$ cat src/sv/pett_pkg.sv
package pett_pkg;

  // action codes
  localparam logic [1:0] ACT_CREATE = 2'd0;
  localparam logic [1:0] ACT_REMOVE = 2'd1;
  localparam logic [1:0] ACT_TICK   = 2'd2;
  localparam logic [1:0] ACT_NOP    = 2'd3;

  // result kinds
  localparam logic [1:0] KIND_STATUS = 2'd0;
  localparam logic [1:0] KIND_FIRE   = 2'd1;
  localparam logic [1:0] KIND_END    = 2'd2;

  localparam logic STS_OK   = 1'b0;
  localparam logic STS_FAIL = 1'b1;

  // fire beats reported per tick
  localparam int MAX_FIRES = 16;

  typedef struct packed {
    logic [7:0]  owner;
    logic [23:0] period;
    logic [23:0] remain;
    logic [16:0] reps;
  } slot_t;

  typedef struct packed {
    logic [1:0] kind;
    logic [7:0] fired_id;
    logic [3:0] slot_index;
    logic       status;
    logic       last;
  } res_t;

  // controller -> datapath
  typedef struct packed {
    logic start;
    logic step;
    logic finish;
  } cmd_t;

  // datapath -> controller
  typedef struct packed {
    logic in_nop;
    logic stall;
    logic scan_done;
    logic out_can_load;
  } sts_t;

endpackage

$ cat src/sv/pett_if.sv
interface pett_in_if;
  logic               valid;
  logic               ready;
  logic [1:0]         action;
  logic [7:0]         task_id;
  logic [23:0]        delay_value;
  logic signed [16:0] repeat_count;
  logic [15:0]        tick_amount;

  modport source (output valid, action, task_id, delay_value, repeat_count, tick_amount,
                  input ready);
  modport sink (input valid, action, task_id, delay_value, repeat_count, tick_amount,
                output ready);
endinterface

interface pett_out_if;
  logic       valid;
  logic       ready;
  logic [1:0] kind;
  logic [7:0] fired_id;
  logic [3:0] slot_index;
  logic       status;
  logic       last;

  modport source (output valid, kind, fired_id, slot_index, status, last, input ready);
  modport sink (input valid, kind, fired_id, slot_index, status, last, output ready);
endinterface

$ cat src/sv/pett_ram.sv
module pett_ram #(
  parameter int WIDTH = 8,
  parameter int DEPTH = 16
) (
  input  logic                                 clk,
  input  logic                                 we,
  input  logic [((DEPTH > 1) ? $clog2(DEPTH) : 1)-1:0] waddr,
  input  logic [WIDTH-1:0]                     wdata,
  input  logic                                 re,
  input  logic [((DEPTH > 1) ? $clog2(DEPTH) : 1)-1:0] raddr,
  output logic [WIDTH-1:0]                     rdata
);

  logic [WIDTH-1:0] mem [DEPTH];
  logic [WIDTH-1:0] rdata_r;

  always_ff @(posedge clk) begin
    if (we) begin
      mem[waddr] <= wdata;
    end
    if (re) begin
      rdata_r <= mem[raddr];
    end
  end

  assign rdata = rdata_r;

endmodule

$ cat src/sv/pett_ctrl.sv
module pett_ctrl (
  input  logic           clk,
  input  logic           rst_n,
  input  logic           in_valid,
  output logic           in_ready,
  input  pett_pkg::sts_t sts,
  output pett_pkg::cmd_t cmd
);
  import pett_pkg::*;

  localparam logic [1:0] ST_IDLE = 2'd0;
  localparam logic [1:0] ST_SCAN = 2'd1;
  localparam logic [1:0] ST_FIN  = 2'd2;

  logic [1:0] state_r, state_nxt;

  always_comb begin
    state_nxt  = state_r;
    in_ready   = 1'b0;
    cmd        = '0;
    case (state_r)
      ST_IDLE: begin
        in_ready  = 1'b1;
        cmd.start = in_valid;
        if (in_valid && !sts.in_nop) begin
          state_nxt = ST_SCAN;
        end
      end
      ST_SCAN: begin
        if (sts.scan_done) begin
          state_nxt = ST_FIN;
        end else begin
          cmd.step = !sts.stall;
        end
      end
      ST_FIN: begin
        cmd.finish = sts.out_can_load;
        if (sts.out_can_load) begin
          state_nxt = ST_IDLE;
        end
      end
      default: begin
        state_nxt = ST_IDLE;
      end
    endcase
  end

  always_ff @(posedge clk) begin
    if (!rst_n) begin
      state_r <= ST_IDLE;
    end else begin
      state_r <= state_nxt;
    end
  end

endmodule

$ cat src/sv/pett_dp.sv
module pett_dp #(
  parameter int SLOTS = 16
) (
  input  logic               clk,
  input  logic               rst_n,
  input  logic [1:0]         in_action,
  input  logic [7:0]         in_task_id,
  input  logic [23:0]        in_delay_value,
  input  logic signed [16:0] in_repeat_count,
  input  logic [15:0]        in_tick_amount,
  input  pett_pkg::cmd_t     cmd,
  output pett_pkg::sts_t     sts,
  output logic               out_valid,
  output pett_pkg::res_t     out_res,
  input  logic               out_ready
);
  import pett_pkg::*;

  localparam int IW = (SLOTS > 1) ? $clog2(SLOTS) : 1;
  localparam int CW = $clog2(SLOTS + 1);
  localparam int SW = $bits(slot_t);

  function automatic logic [3:0] idx4(input logic [IW-1:0] i);
    logic [IW+3:0] e;
    e = {4'b0000, i};
    return e[3:0];
  endfunction

  // captured item
  logic [1:0]  act_r;
  logic [7:0]  id_r;
  logic [23:0] dly_r;
  logic [16:0] reps_r;
  logic [15:0] tick_r;

  // scan pipeline
  logic [CW-1:0]    iss_r;
  logic             s1_v_r;
  logic [IW-1:0]    s1_idx_r;
  logic             vbit_r;
  logic [SLOTS-1:0] vld_r;
  logic [4:0]       nfire_r;

  // create/remove search
  logic          match_f_r, free_f_r;
  logic [IW-1:0] match_idx_r, free_idx_r;
  logic [23:0]   match_per_r;

  logic out_v_r;
  res_t out_res_r;

  logic [SW-1:0] rd_raw;
  slot_t         cur, wr_slot;
  logic          issue_done, live, fire, report, need_emit, can_load;
  logic [23:0]   dec_rem;
  logic [16:0]   cnt_n;
  logic          we_tick, we_fin, we, re;
  logic [IW-1:0] waddr, raddr;
  logic          fin_ok;
  logic [IW-1:0] fin_slot;
  res_t          fin_res, fire_res;

  pett_ram #(.WIDTH(SW), .DEPTH(SLOTS)) u_ram (
    .clk   (clk),
    .we    (we),
    .waddr (waddr),
    .wdata (wr_slot),
    .re    (re),
    .raddr (raddr),
    .rdata (rd_raw)
  );

  always_comb begin
    // entries never written read as cleared
    cur        = vbit_r ? slot_t'(rd_raw) : '0;
    issue_done = (iss_r == CW'(SLOTS));
    live       = (cur.remain != 24'd0) && (cur.reps != 17'd0);
    dec_rem    = ({8'd0, tick_r} < cur.remain) ? (cur.remain - {8'd0, tick_r}) : 24'd0;
    fire       = (act_r == ACT_TICK) && live && (dec_rem == 24'd0);
    cnt_n      = cur.reps[16] ? cur.reps : (cur.reps - 17'd1);
    report     = (nfire_r < 5'(MAX_FIRES));
    need_emit  = s1_v_r && fire && report;
    can_load   = !out_v_r || out_ready;

    sts.in_nop       = (in_action == ACT_NOP);
    sts.stall        = need_emit && !can_load;
    sts.scan_done    = issue_done && !s1_v_r;
    sts.out_can_load = can_load;

    // finish of create/remove
    if (act_r == ACT_CREATE) begin
      fin_ok   = (id_r != 8'd0) && (match_f_r || free_f_r);
      fin_slot = match_f_r ? match_idx_r : free_idx_r;
    end else begin
      fin_ok   = match_f_r;
      fin_slot = match_idx_r;
    end

    we_tick = cmd.step && s1_v_r && (act_r == ACT_TICK) && live;
    we_fin  = cmd.finish && fin_ok && (act_r != ACT_TICK);
    we      = we_tick || we_fin;
    waddr   = we_fin ? fin_slot : s1_idx_r;
    re      = cmd.step && !issue_done;
    raddr   = iss_r[IW-1:0];

    if (we_fin) begin
      if (act_r == ACT_CREATE) begin
        wr_slot = '{owner: id_r, period: dly_r, remain: dly_r, reps: reps_r};
      end else begin
        wr_slot = '{owner: id_r, period: match_per_r, remain: 24'd0, reps: 17'd0};
      end
    end else if (fire) begin
      wr_slot = '{owner: cur.owner, period: cur.period,
                  remain: (cnt_n != 17'd0) ? cur.period : 24'd0, reps: cnt_n};
    end else begin
      wr_slot = '{owner: cur.owner, period: cur.period, remain: dec_rem, reps: cur.reps};
    end

    fire_res = '{kind: KIND_FIRE, fired_id: cur.owner, slot_index: idx4(s1_idx_r),
                 status: STS_OK, last: 1'b0};
    if (act_r == ACT_TICK) begin
      fin_res = '{kind: KIND_END, fired_id: 8'd0, slot_index: 4'd0,
                  status: STS_OK, last: 1'b1};
    end else begin
      fin_res = '{kind: KIND_STATUS, fired_id: id_r,
                  slot_index: fin_ok ? idx4(fin_slot) : 4'd0,
                  status: fin_ok ? STS_OK : STS_FAIL, last: 1'b1};
    end
  end

  always_ff @(posedge clk) begin
    if (cmd.start) begin
      act_r  <= in_action;
      id_r   <= in_task_id;
      dly_r  <= in_delay_value;
      reps_r <= in_repeat_count;
      tick_r <= in_tick_amount;
    end
    if (re) begin
      s1_idx_r <= raddr;
      vbit_r   <= vld_r[raddr];
    end
    if (cmd.step && s1_v_r) begin
      if ((id_r != 8'd0) && (cur.owner == id_r) && !match_f_r) begin
        match_idx_r <= s1_idx_r;
        match_per_r <= cur.period;
      end
      if ((cur.remain == 24'd0) && !free_f_r) begin
        free_idx_r <= s1_idx_r;
      end
    end
    if (cmd.step && need_emit) begin
      out_res_r <= fire_res;
    end else if (cmd.finish) begin
      out_res_r <= fin_res;
    end
  end

  always_ff @(posedge clk) begin
    if (!rst_n) begin
      iss_r     <= '0;
      s1_v_r    <= 1'b0;
      vld_r     <= '0;
      nfire_r   <= '0;
      match_f_r <= 1'b0;
      free_f_r  <= 1'b0;
      out_v_r   <= 1'b0;
    end else begin
      if (cmd.start) begin
        iss_r     <= '0;
        s1_v_r    <= 1'b0;
        nfire_r   <= '0;
        match_f_r <= 1'b0;
        free_f_r  <= 1'b0;
      end
      if (cmd.step) begin
        s1_v_r <= !issue_done;
        if (!issue_done) begin
          iss_r <= iss_r + CW'(1);
        end
        if (s1_v_r) begin
          if ((id_r != 8'd0) && (cur.owner == id_r)) begin
            match_f_r <= 1'b1;
          end
          if (cur.remain == 24'd0) begin
            free_f_r <= 1'b1;
          end
          if (fire && report) begin
            nfire_r <= nfire_r + 5'd1;
          end
        end
      end
      if (we) begin
        vld_r[waddr] <= 1'b1;
      end
      if ((cmd.step && need_emit) || cmd.finish) begin
        out_v_r <= 1'b1;
      end else if (out_ready) begin
        out_v_r <= 1'b0;
      end
    end
  end

  assign out_valid = out_v_r;
  assign out_res   = out_res_r;

endmodule

$ cat src/sv/periodic_event_timer_table_unit.sv
// Periodic timer table: SLOTS slots of {owner id, period, remaining delay,
// repeat count} held in one RAM, all cleared at reset through per-slot valid
// bits (no clearing pass). Every create, remove or tick walks the slots from
// index 0 upward, one slot per cycle through the RAM's single read port;
// a create/remove ends with one status beat, a tick emits one fire beat per
// expiring slot (at most 16, later ones still update silently) and then an
// end-of-tick beat with last set. The next item is taken only once the walk
// and its closing beat are done, later still while the result side holds off
// beats: a pending fire beat stalls the scan, and the closing beat waits for
// the output register to empty; action code 3 is dropped with no beats.
module periodic_event_timer_table_unit #(
  parameter int SLOTS = 16
) (
  input logic          clk,
  input logic          rst_n,
  pett_in_if.sink      in_ch,
  pett_out_if.source   out_ch
);
  import pett_pkg::*;

  cmd_t cmd;   // controller commands
  sts_t sts;   // datapath status
  res_t res;   // output beat payload

  pett_ctrl u_ctrl (
    .clk      (clk),
    .rst_n    (rst_n),
    .in_valid (in_ch.valid),
    .in_ready (in_ch.ready),
    .sts      (sts),
    .cmd      (cmd)
  );

  pett_dp #(.SLOTS(SLOTS)) u_dp (
    .clk             (clk),
    .rst_n           (rst_n),
    .in_action       (in_ch.action),
    .in_task_id      (in_ch.task_id),
    .in_delay_value  (in_ch.delay_value),
    .in_repeat_count (in_ch.repeat_count),
    .in_tick_amount  (in_ch.tick_amount),
    .cmd             (cmd),
    .sts             (sts),
    .out_valid       (out_ch.valid),
    .out_res         (res),
    .out_ready       (out_ch.ready)
  );

  assign out_ch.kind       = res.kind;
  assign out_ch.fired_id   = res.fired_id;
  assign out_ch.slot_index = res.slot_index;
  assign out_ch.status     = res.status;
  assign out_ch.last       = res.last;

endmodule

$ cat src/flat_wrapper.sv
// flat-port wrapper written by rule: the top's interface ports become plain ports
module periodic_event_timer_table_unit_flat import pett_pkg::*;
#(
  parameter int SLOTS = 16
)
  (clk, rst_n, in_ch_valid, in_ch_action, in_ch_task_id, in_ch_delay_value, in_ch_repeat_count, in_ch_tick_amount, in_ch_ready, out_ch_valid, out_ch_kind, out_ch_fired_id, out_ch_slot_index, out_ch_status, out_ch_last, out_ch_ready);
  pett_in_if in_ch_i ();
  pett_out_if out_ch_i ();
  input logic clk;
  input logic rst_n;
  input wire logic [$bits(in_ch_i.valid)-1:0] in_ch_valid;
  input wire logic [$bits(in_ch_i.action)-1:0] in_ch_action;
  input wire logic [$bits(in_ch_i.task_id)-1:0] in_ch_task_id;
  input wire logic [$bits(in_ch_i.delay_value)-1:0] in_ch_delay_value;
  input wire logic [$bits(in_ch_i.repeat_count)-1:0] in_ch_repeat_count;
  input wire logic [$bits(in_ch_i.tick_amount)-1:0] in_ch_tick_amount;
  output wire logic [$bits(in_ch_i.ready)-1:0] in_ch_ready;
  output wire logic [$bits(out_ch_i.valid)-1:0] out_ch_valid;
  output wire logic [$bits(out_ch_i.kind)-1:0] out_ch_kind;
  output wire logic [$bits(out_ch_i.fired_id)-1:0] out_ch_fired_id;
  output wire logic [$bits(out_ch_i.slot_index)-1:0] out_ch_slot_index;
  output wire logic [$bits(out_ch_i.status)-1:0] out_ch_status;
  output wire logic [$bits(out_ch_i.last)-1:0] out_ch_last;
  input wire logic [$bits(out_ch_i.ready)-1:0] out_ch_ready;
  assign in_ch_i.valid = in_ch_valid;
  assign in_ch_i.action = in_ch_action;
  assign in_ch_i.task_id = in_ch_task_id;
  assign in_ch_i.delay_value = in_ch_delay_value;
  assign in_ch_i.repeat_count = in_ch_repeat_count;
  assign in_ch_i.tick_amount = in_ch_tick_amount;
  assign in_ch_ready = in_ch_i.ready;
  assign out_ch_valid = out_ch_i.valid;
  assign out_ch_kind = out_ch_i.kind;
  assign out_ch_fired_id = out_ch_i.fired_id;
  assign out_ch_slot_index = out_ch_i.slot_index;
  assign out_ch_status = out_ch_i.status;
  assign out_ch_last = out_ch_i.last;
  assign out_ch_i.ready = out_ch_ready;
  periodic_event_timer_table_unit #(.SLOTS(SLOTS)) u_core (.clk(clk), .rst_n(rst_n), .in_ch(in_ch_i), .out_ch(out_ch_i));
endmodule
$ cat config.mk
export PLATFORM = sky130hd
export DESIGN_NAME = periodic_event_timer_table_unit_flat
export DESIGN_NICKNAME = d
export VERILOG_FILES = /design/src/sv/pett_pkg.sv /design/src/sv/pett_if.sv /design/src/sv/pett_ram.sv /design/src/sv/pett_ctrl.sv /design/src/sv/pett_dp.sv /design/src/sv/periodic_event_timer_table_unit.sv /design/src/flat_wrapper.sv
export SDC_FILE = /design/constraint.sdc
export NUM_CORES = 1
export LEC_CHECK = 0
export BUFFER_PORTS_ARGS = -buffer_cell sky130_fd_sc_hd__buf_2
export CAP_MARGIN = 20
export CORE_ASPECT_RATIO = 0.8
export CORE_MARGIN = 2
export CORE_UTILIZATION = 45
export DETAILED_ROUTE_END_ITERATION = 12
export GPL_ROUTABILITY_DRIVEN = 0
export GPL_TIMING_DRIVEN = 0
export MAX_ROUTING_LAYER = met4
export SLEW_MARGIN = 25
export SYNTH_ARGS = -nofsm -noshare
export SYNTH_HDL_FRONTEND = slang
export SYNTH_SLANG_ARGS = --single-unit
$ cat constraint.sdc
create_clock -name clk -period 22.3 [get_ports clk]
set_input_delay 1.115 -clock clk [delete_from_list [all_inputs] [get_ports clk]]
set_output_delay 1.115 -clock clk [all_outputs]
set_load 0.005 [all_outputs]
Word-level counts from Yosys, hierarchy flattened
Memory sizes are Yosys's and may differ from the RTL's. A register that Yosys moved wholly into a read port is not among the register bits.
Index checks and enable logic that the tools add are counted.

cells by class
  order comparisons = 5
  eq/ne operators = 10
  div/mod/pow operators = 0
  reductions and logical operators = 47
  bitwise operators = 1
  multiplexer cells = 50
  shifts and indexed selects = 0
  multipliers = 0
  $add $sub $neg = 4

operator list
  cell                     count
  $mux W73                 2
  $mux W65                 1
  $logic_not A24 Y1        2
  $mux W24                 2
  $mux W41                 1
  $mux W5                  7
  $reduce_bool A17 Y1      2
  $mux W14                 2
  $lt A16 B24 Y1           1
  $reduce_bool A24 Y1      1
  $sub A24 B16 Y24         1
  $mux W1                  23
  $logic_and A1 B1 Y1      21
  $mux W17                 1
  $sub A17 B1 Y17 const B  1
  $mux W16                 1
  $mux W4                  4
  $or A16 B16 Y16          1
  $add A5 B1 Y5 const B    2
  $lt A4 B5 Y1 const B     2
  $eq A8 B8 Y1             1
  $logic_not A1 Y1         8
  $reduce_bool A8 Y1       1
  $eq A2 B2 Y1 const B     3
  other kinds (15)         26

word-level totals
  bits in latches = 0
  memory bits (read-only) = 0
  memories = 1
  bits in registers = 152
  bits of input ports = 71
  bits in writable memories = 1168
  logic and storage cells = 141

memories
  name                   depth  bits a word  read ports  clocked after Yosys merged registers in  wr ports  RTL line        source
  u_core.u_dp.u_ram.mem  16     73           1           1                                        1         pett_ram.sv:14  logic [WIDTH-1:0] mem [DEPTH];

Longest topological paths before layout
  word-level depth = 17
  gate-level depth with buffers = 21
  depth with buffers taken out = 13

By module
Synthesis repeated with hierarchy kept, for this count alone.

unflattened totals
  cell total of the unflattened synthesis = 2888
  area total of the unflattened synthesis = 55135.4 µm²

modules (own cells, without submodules)
  module     times used  area an instance (µm²)  cells an instance  sequential area each (µm²)
  pett_ram   1           45857.7                 1875               37265.7
  pett_dp    1           9160.0                  1000               4164.0
  pett_ctrl  1           117.6                   13                 40.0

Worst setup path after synthesis
No wires, ideal clock.

  path type = register to register
  start point = register u_core.u_dp.vbit_r
  end point = memory u_core.u_dp.u_ram.mem[10][0] (netlist bit) (enable)
  setup slack = 13.963 ns
  data arrival time = 7.833 ns
  stages on the path, launching flop included = 21
  buffers on the path = 7
  path through = edfxtp_1 -> buf_2 -> buf_1 -> buf_1 -> clkbuf_1 -> clkbuf_1 -> clkbuf_1 -> clkbuf_1 -> nand2_1 -> ha_1 -> fa_1 -> nand2b_1 -> a21o_2 -> a211oi_1 -> o21ai_0 -> and4_2 -> o311ai_2 -> o41ai_4 -> nand3_2 -> a31oi_2 -> nor2_1

on the way
  word-level cells in the longest chain between the ends = 17
  elaborated cells between the ends (all ways) = 22
  those cells by class = add/sub: 1; order compare: 1; mux: 6; reduce/logical: 14

ends and longest elaborated chain
  element                                                   RTL line                      source
  from (decl)                                               pett_dp.sv:40                 logic vbit_r;
  from (signal assigned)                                    pett_dp.sv:141                vbit_r <= vld_r[raddr];
  $mux W73 *                                                pett_dp.sv:75                 cur = vbit_r ? slot_t'(rd_raw) : '0;
  $sub A24 B16 Y24 (tied with other cells)                  pett_dp.sv:78                 dec_rem = ({8'd0, tick_r} < cur.remain) ? (cur.remain - {8'd0, tick_r}) : 24'd0;
  $mux W24 or $logic_and A1 B1 Y1 (tied branches)           pett_dp.sv:78, pett_dp.sv:77
  $logic_not A24 Y1 or $logic_and A1 B1 Y1 (tied branches)  pett_dp.sv:79                 fire = (act_r == ACT_TICK) && live && (dec_rem == 24'd0);
  $logic_and A1 B1 Y1                                       pett_dp.sv:79
  $logic_and A1 B1 Y1 (2 in series)                         pett_dp.sv:82                 need_emit = s1_v_r && fire && report;
  $logic_and A1 B1 Y1                                       pett_dp.sv:86                 sts.stall = need_emit && !can_load;
  $logic_not A1 Y1                                          pett_ctrl.sv:33               cmd.step = !sts.stall;
  $mux W1                                                   pett_ctrl.sv:30               if (sts.scan_done) begin
  $mux W1                                                   pett_ctrl.sv:21               case (state_r)
  $logic_and A1 B1 Y1 (2 in series)                         pett_dp.sv:99                 we_tick = cmd.step && s1_v_r && (act_r == ACT_TICK) && live;
  $logic_and A1 B1 Y1 *                                     pett_dp.sv:99
  $logic_or A1 B1 Y1 *                                      pett_dp.sv:101                we = we_tick || we_fin;
  $mux W1 *                                                 pett_ram.sv:18                if (we) begin
  $mux W1 (not written as such) *                           pett_ram.sv:19                mem[waddr] <= wdata;
  to (decl)                                                 pett_ram.sv:14

Mark *: on every way between the ends. The rest lies on a longest branch, timed or not.

Worst setup path in the final report
  start point = register u_core.u_dp.vbit_r
  end point = memory u_core.u_dp.u_ram.mem[4][45] (netlist bit) (enable)

The elaborated chain is that of the path after synthesis.

==> impl_metrics.py <==
metrics = {
    "timing": {
        "tightestPinTransition_ns": 1.153,
        "maxSlewHeadroom": 0.2314,
        "post-route-min-period_ns": 9.272,
        "hold_viol_final": 0,
        "finalSetupViolCount": 0,
        "fmax_mhz": 107.9,
        "maxSlewViolCount": 0,
        "setup_tns_ns": 0,
        "finalCritPeriodShare": 0.4158,
        "fin_ws_ns": 13.03,
        "hold-worst-slack_ns": 0.4604,
        "fin_worst_skew_ns": 0.03468,
        "rsz0062_at_grt": "no",
    },
    "worst_setup_path": {
        "crit_path_cell_trace": "buf_2 > buf_1 > buf_1 > clkbuf_1 > clkbuf_1 > clkbuf_1 > clkbuf_1 > nand2_1 > ha_1 > fa_1 > nand2b_1 > a21o_2 > a211oi_1 > or3_4 > xor2_1 > or4_4 > o41ai_4 > nand3_2 > a21oi_2 > nor2_4 > buf_16 > buf_12 > buf_16",
        "reg2reg_slack_ns": 13.03,
        "worstSetupEndpointType": "flip-flop",
        "required_ns": 22.79,
        "critPathLaunchType": "flip-flop",
        "crit_arrival_ns": 9.76,
        "path_class": "flip-flop to flip-flop",
        "crit_slowest_cell": "a21oi_2",
        "rr_worst_depth": 23,
        "crit_fanout": 17,
        "r2r-end": "u_core.u_dp.u_ram.mem[4][45]$_DFFE_PP_",
        "timing.rr.start": "u_core.u_dp.vbit_r$_DFFE_PP_",
        "worstPathBufferInverterCount": 10,
        "path_delay_family": "buffers and inverters",
        "cp_common_cell": "clkbuf_1",
        "max_stage_delay_ns": 0.89,
    },
    "final_layout": {
        "diodes": 0,
        "area_growth_pct": 17.41,
        "fin_nets": 3184,
        "drive_gt1_frac": 0.2869,
    },
    "placed_design": {
        "portBuffers": 87,
        "dp_hpwl_mm": 107.8,
        "pre_cts_ws_ns": 13.12,
    },
    "hold_path": {
        "hold_depth": 1,
        "worstHoldStart": "u_core.u_dp.out_res[14]$_SDFFE_PP1P_",
        "holdCritPathClass": "flip-flop to flip-flop",
        "whs_endpoint": "u_core.u_dp.out_res[14]$_SDFFE_PP1P_",
    },
    "die": {
        "io_pins": 89,
        "initial_core_util": 0.4529,
        "die_w_um": 397.0,
        "fp.coreArea_um2": 122700,
        "rows": 115,
        "dieArea_um2": 126400,
        "dieHeight_um": 318.4,
    },
    "logic_synthesis": {
        "yosysWarnings": 0,
        "yosys-top-cells-area": "edfxtp_1, mux4_2, dfxtp_1",
        "synth_edf_count": 1357,
        "synth-main-ff-cell": "edfxtp_1",
        "async_reset_ff_frac": 0,
        "synth_top_area_frac": 0.7330,
        "synth_cell_type_count": 88,
        "avgSynthCellArea_um2": 20.19,
        "ys_ff_latch": 1393,
        "syn-cell-area_um2": 55590,
        "syn_nets": 2846,
        "syn_inst": 2754,
        "yosysTopAreaCell": "edfxtp_1",
        "ys_seq_area_frac": 0.7460,
    },
    "clock_tree": {
        "hold_buffers": 0,
        "post-cts-setup-buffers": 0,
        "cts_buffer_depth": 3,
        "clk_latency_ns": 0.77,
        "cts_buffers": 135,
        "clk_transition_reported_paths_ns": 0.06,
        "htreeDepth": 4,
        "ctsRootBufferMaster": "clkbuf_16",
        "cts.sinks": 1393,
        "cts_tree": "yes",
        "cts_resized": 0,
    },
    "power_and_ir_drop": {
        "ir_drop_v": 0.00006471,
        "power_mw": 5.525,
        "powerDensity_nw_per_um2": 84.65,
        "leakagePower_nw": 20.55,
    },
    "global_routing": {
        "grt.overflow.total": 0,
        "antenna_found_initial": 8,
        "grt_pass1_vias": 29880,
        "grt_first_pass_wirelength_mm": 219.8,
        "track_usage": 0.2543,
        "grt_max_degree": 37,
    },
    "run_status": {
        "status": "complete, no violations",
    },
    "detailed_routing": {
        "ant_nets": 0,
        "vias": 30110,
        "dr.pass1.iters": 7,
        "drt_iter0_drc": 4455,
        "route.detailed.drc": 0,
        "vias_per_cell": 6.232,
        "wire_per_inst_um": 32.07,
        "drt_wl_total_mm": 154.9,
    },
    "run": {
        "drv_cap": 0,
    },
}
through the flow:
step / std cells / utilization / area, um^2
after floorplan: 2754 / - / 55590
after global placement: 4479 / 0.4732 / 58080
after detailed placement: 4593 / 0.4959 / 60870
after CTS: 4831 / 0.5312 / 65200
after global routing: 4831 / 0.5318 / 65270
final: 4831 / 0.5318 / 65270
cells in the mapped netlist, types with 27 or more instances:
cell	number
o21ai_0	83
a21oi_1	56
nand2_1	157
clkbuf_1	99
a31oi_1	27
nor2_1	78
mux4_2	370
nand3_1	48
edfxtp_1	1357
and2_1	42
dfxtp_1	36
inv_1	27
area by class of cell:
type	count	area, um^2
multi-input cells	1192	13680
clock inverters	76	744.5
clock buffers	162	3586
plain buffers	141	690.7
flip-flops and latches	1393	41470
fillers	9365	57470
inverters	28	107.6
well taps	1638	2049
repair buffers	201	2945
how the worst max path moves through the flow:
stage / startpoint / endpoint / slack (ns) / cells past startpoint
after floorplan: u_core.u_dp.vbit_r$_DFFE_PP_ / u_core.u_dp.u_ram.mem[10][0]$_DFFE_PP_ / 13.96 / 20
after global placement: u_core.u_dp.vbit_r$_DFFE_PP_ / u_core.u_dp.u_ram.mem[9][43]$_DFFE_PP_ / 7.41 / 20
after detailed placement: u_core.u_dp.vbit_r$_DFFE_PP_ / u_core.u_dp.u_ram.mem[15][45]$_DFFE_PP_ / 13.12 / 24
after CTS: u_core.u_dp.vbit_r$_DFFE_PP_ / u_core.u_dp.u_ram.mem[15][45]$_DFFE_PP_ / 13.09 / 24
after global routing: u_core.u_dp.vbit_r$_DFFE_PP_ / u_core.u_dp.u_ram.mem[4][65]$_DFFE_PP_ / 13.00 / 23
final: u_core.u_dp.vbit_r$_DFFE_PP_ / u_core.u_dp.u_ram.mem[4][45]$_DFFE_PP_ / 13.03 / 23
registers in the layout, summed over array words and instances (netlist names):
| signal | cells |
|---|---|
| u_core.u_dp.reps_r | 17 |
| u_core.u_dp.act_r | 2 |
| u_core.u_dp.id_r | 8 |
| u_core.u_dp.u_ram.rdata | 73 |
| u_core.u_dp.match_per_r | 24 |
| u_core.u_dp.free_idx_r | 4 |
| u_core.u_dp.s1_v_r | 1 |
| u_core.u_dp.match_idx_r | 4 |
| u_core.u_dp.vld_r | 16 |
| u_core.u_dp.out_valid | 1 |
| u_core.u_ctrl.state_r | 2 |
| u_core.u_dp.u_ram.mem | 1168 |
| u_core.u_dp.out_res | 16 |
| u_core.u_dp.vbit_r | 1 |
| u_core.u_dp.s1_idx_r | 4 |
| u_core.u_dp.nfire_r | 5 |
| u_core.u_dp.dly_r | 24 |
| u_core.u_dp.tick_r | 16 |
| u_core.u_dp.match_f_r | 1 |
| u_core.u_dp.free_f_r | 1 |
| u_core.u_dp.iss_r | 5 |
worst register-to-register path: stages, from the launching register on:
cell and delay (ns):
edfxtp_1 0.37, buf_2 0.24, buf_1 0.43, buf_1 0.41
clkbuf_1 0.40, clkbuf_1 0.66, clkbuf_1 0.60, clkbuf_1 0.61
nand2_1 0.15, ha_1 0.26, fa_1 0.43, nand2b_1 0.21
a21o_2 0.23, a211oi_1 0.40, or3_4 0.22, xor2_1 0.11
or4_4 0.54, o41ai_4 0.54, nand3_2 0.32, a21oi_2 0.89
nor2_4 0.35, buf_16 0.28, buf_12 0.18, buf_16 0.18
cells in the final DEF, fill, tap and decap left out, types with 14 or more instances in the layout:
cell type / instances
inv_1: 26
o21ai_0: 39
clkbuf_2: 32
clkinv_2: 16
clkbuf_16: 140
nor3_1: 20
xnor2_1: 14
a21oi_1: 55
nor2_1: 61
ha_1: 20
clkinv_1: 29
a21o_1: 16
edfxtp_1: 1357
buf_12: 22
a31oi_1: 19
and2_1: 42
dfxtp_1: 36
nand2_1: 157
mux4_2: 370
buf_2: 103
clkbuf_1: 96
buf_16: 68
mux2i_1: 24
nor2_4: 20
buf_4: 19
nand3_1: 48
o21ai_1: 19
o21ai_2: 32
report_power, final:
group / total (mW) / switching (mW) / internal, mW
Clock: 2.26 / 0.971 / 1.29
Sequential: 2.93 / 0.0209 / 2.91
Combinational: 0.331 / 0.211 / 0.120
Total: 5.53 / 1.20 / 4.32
metal layers:
| layer | GRT usage | up-vias | wire [um] |
|---|---|---|---|
| li1 | - | 12170 | - |
| met5 | - | - | 0 |
| met2 | 0.3697 | 1849 | 70210 |
| met1 | 0.3629 | 15780 | 63650 |
| met3 | 0.04902 | 310 | 15860 |
| met4 | 0.08542 | 0 | 5225 |
cells by family (layout without fill, tap and decap cells):
logic type / count (synthesis) / count (layout) / share of synthesized area
compound gates: 312 / 312 / 0.03887
xor+xnor: 20 / 20 / 0.003151
fa+ha+maj: 21 / 21 / 0.004861
buf+inv: 169 / 608 / 0.01339
flops: 1393 / 1393 / 0.7460
mux: 395 / 395 / 0.1544
simple gates: 444 / 444 / 0.03934
(Power assumes the default switching activity.)
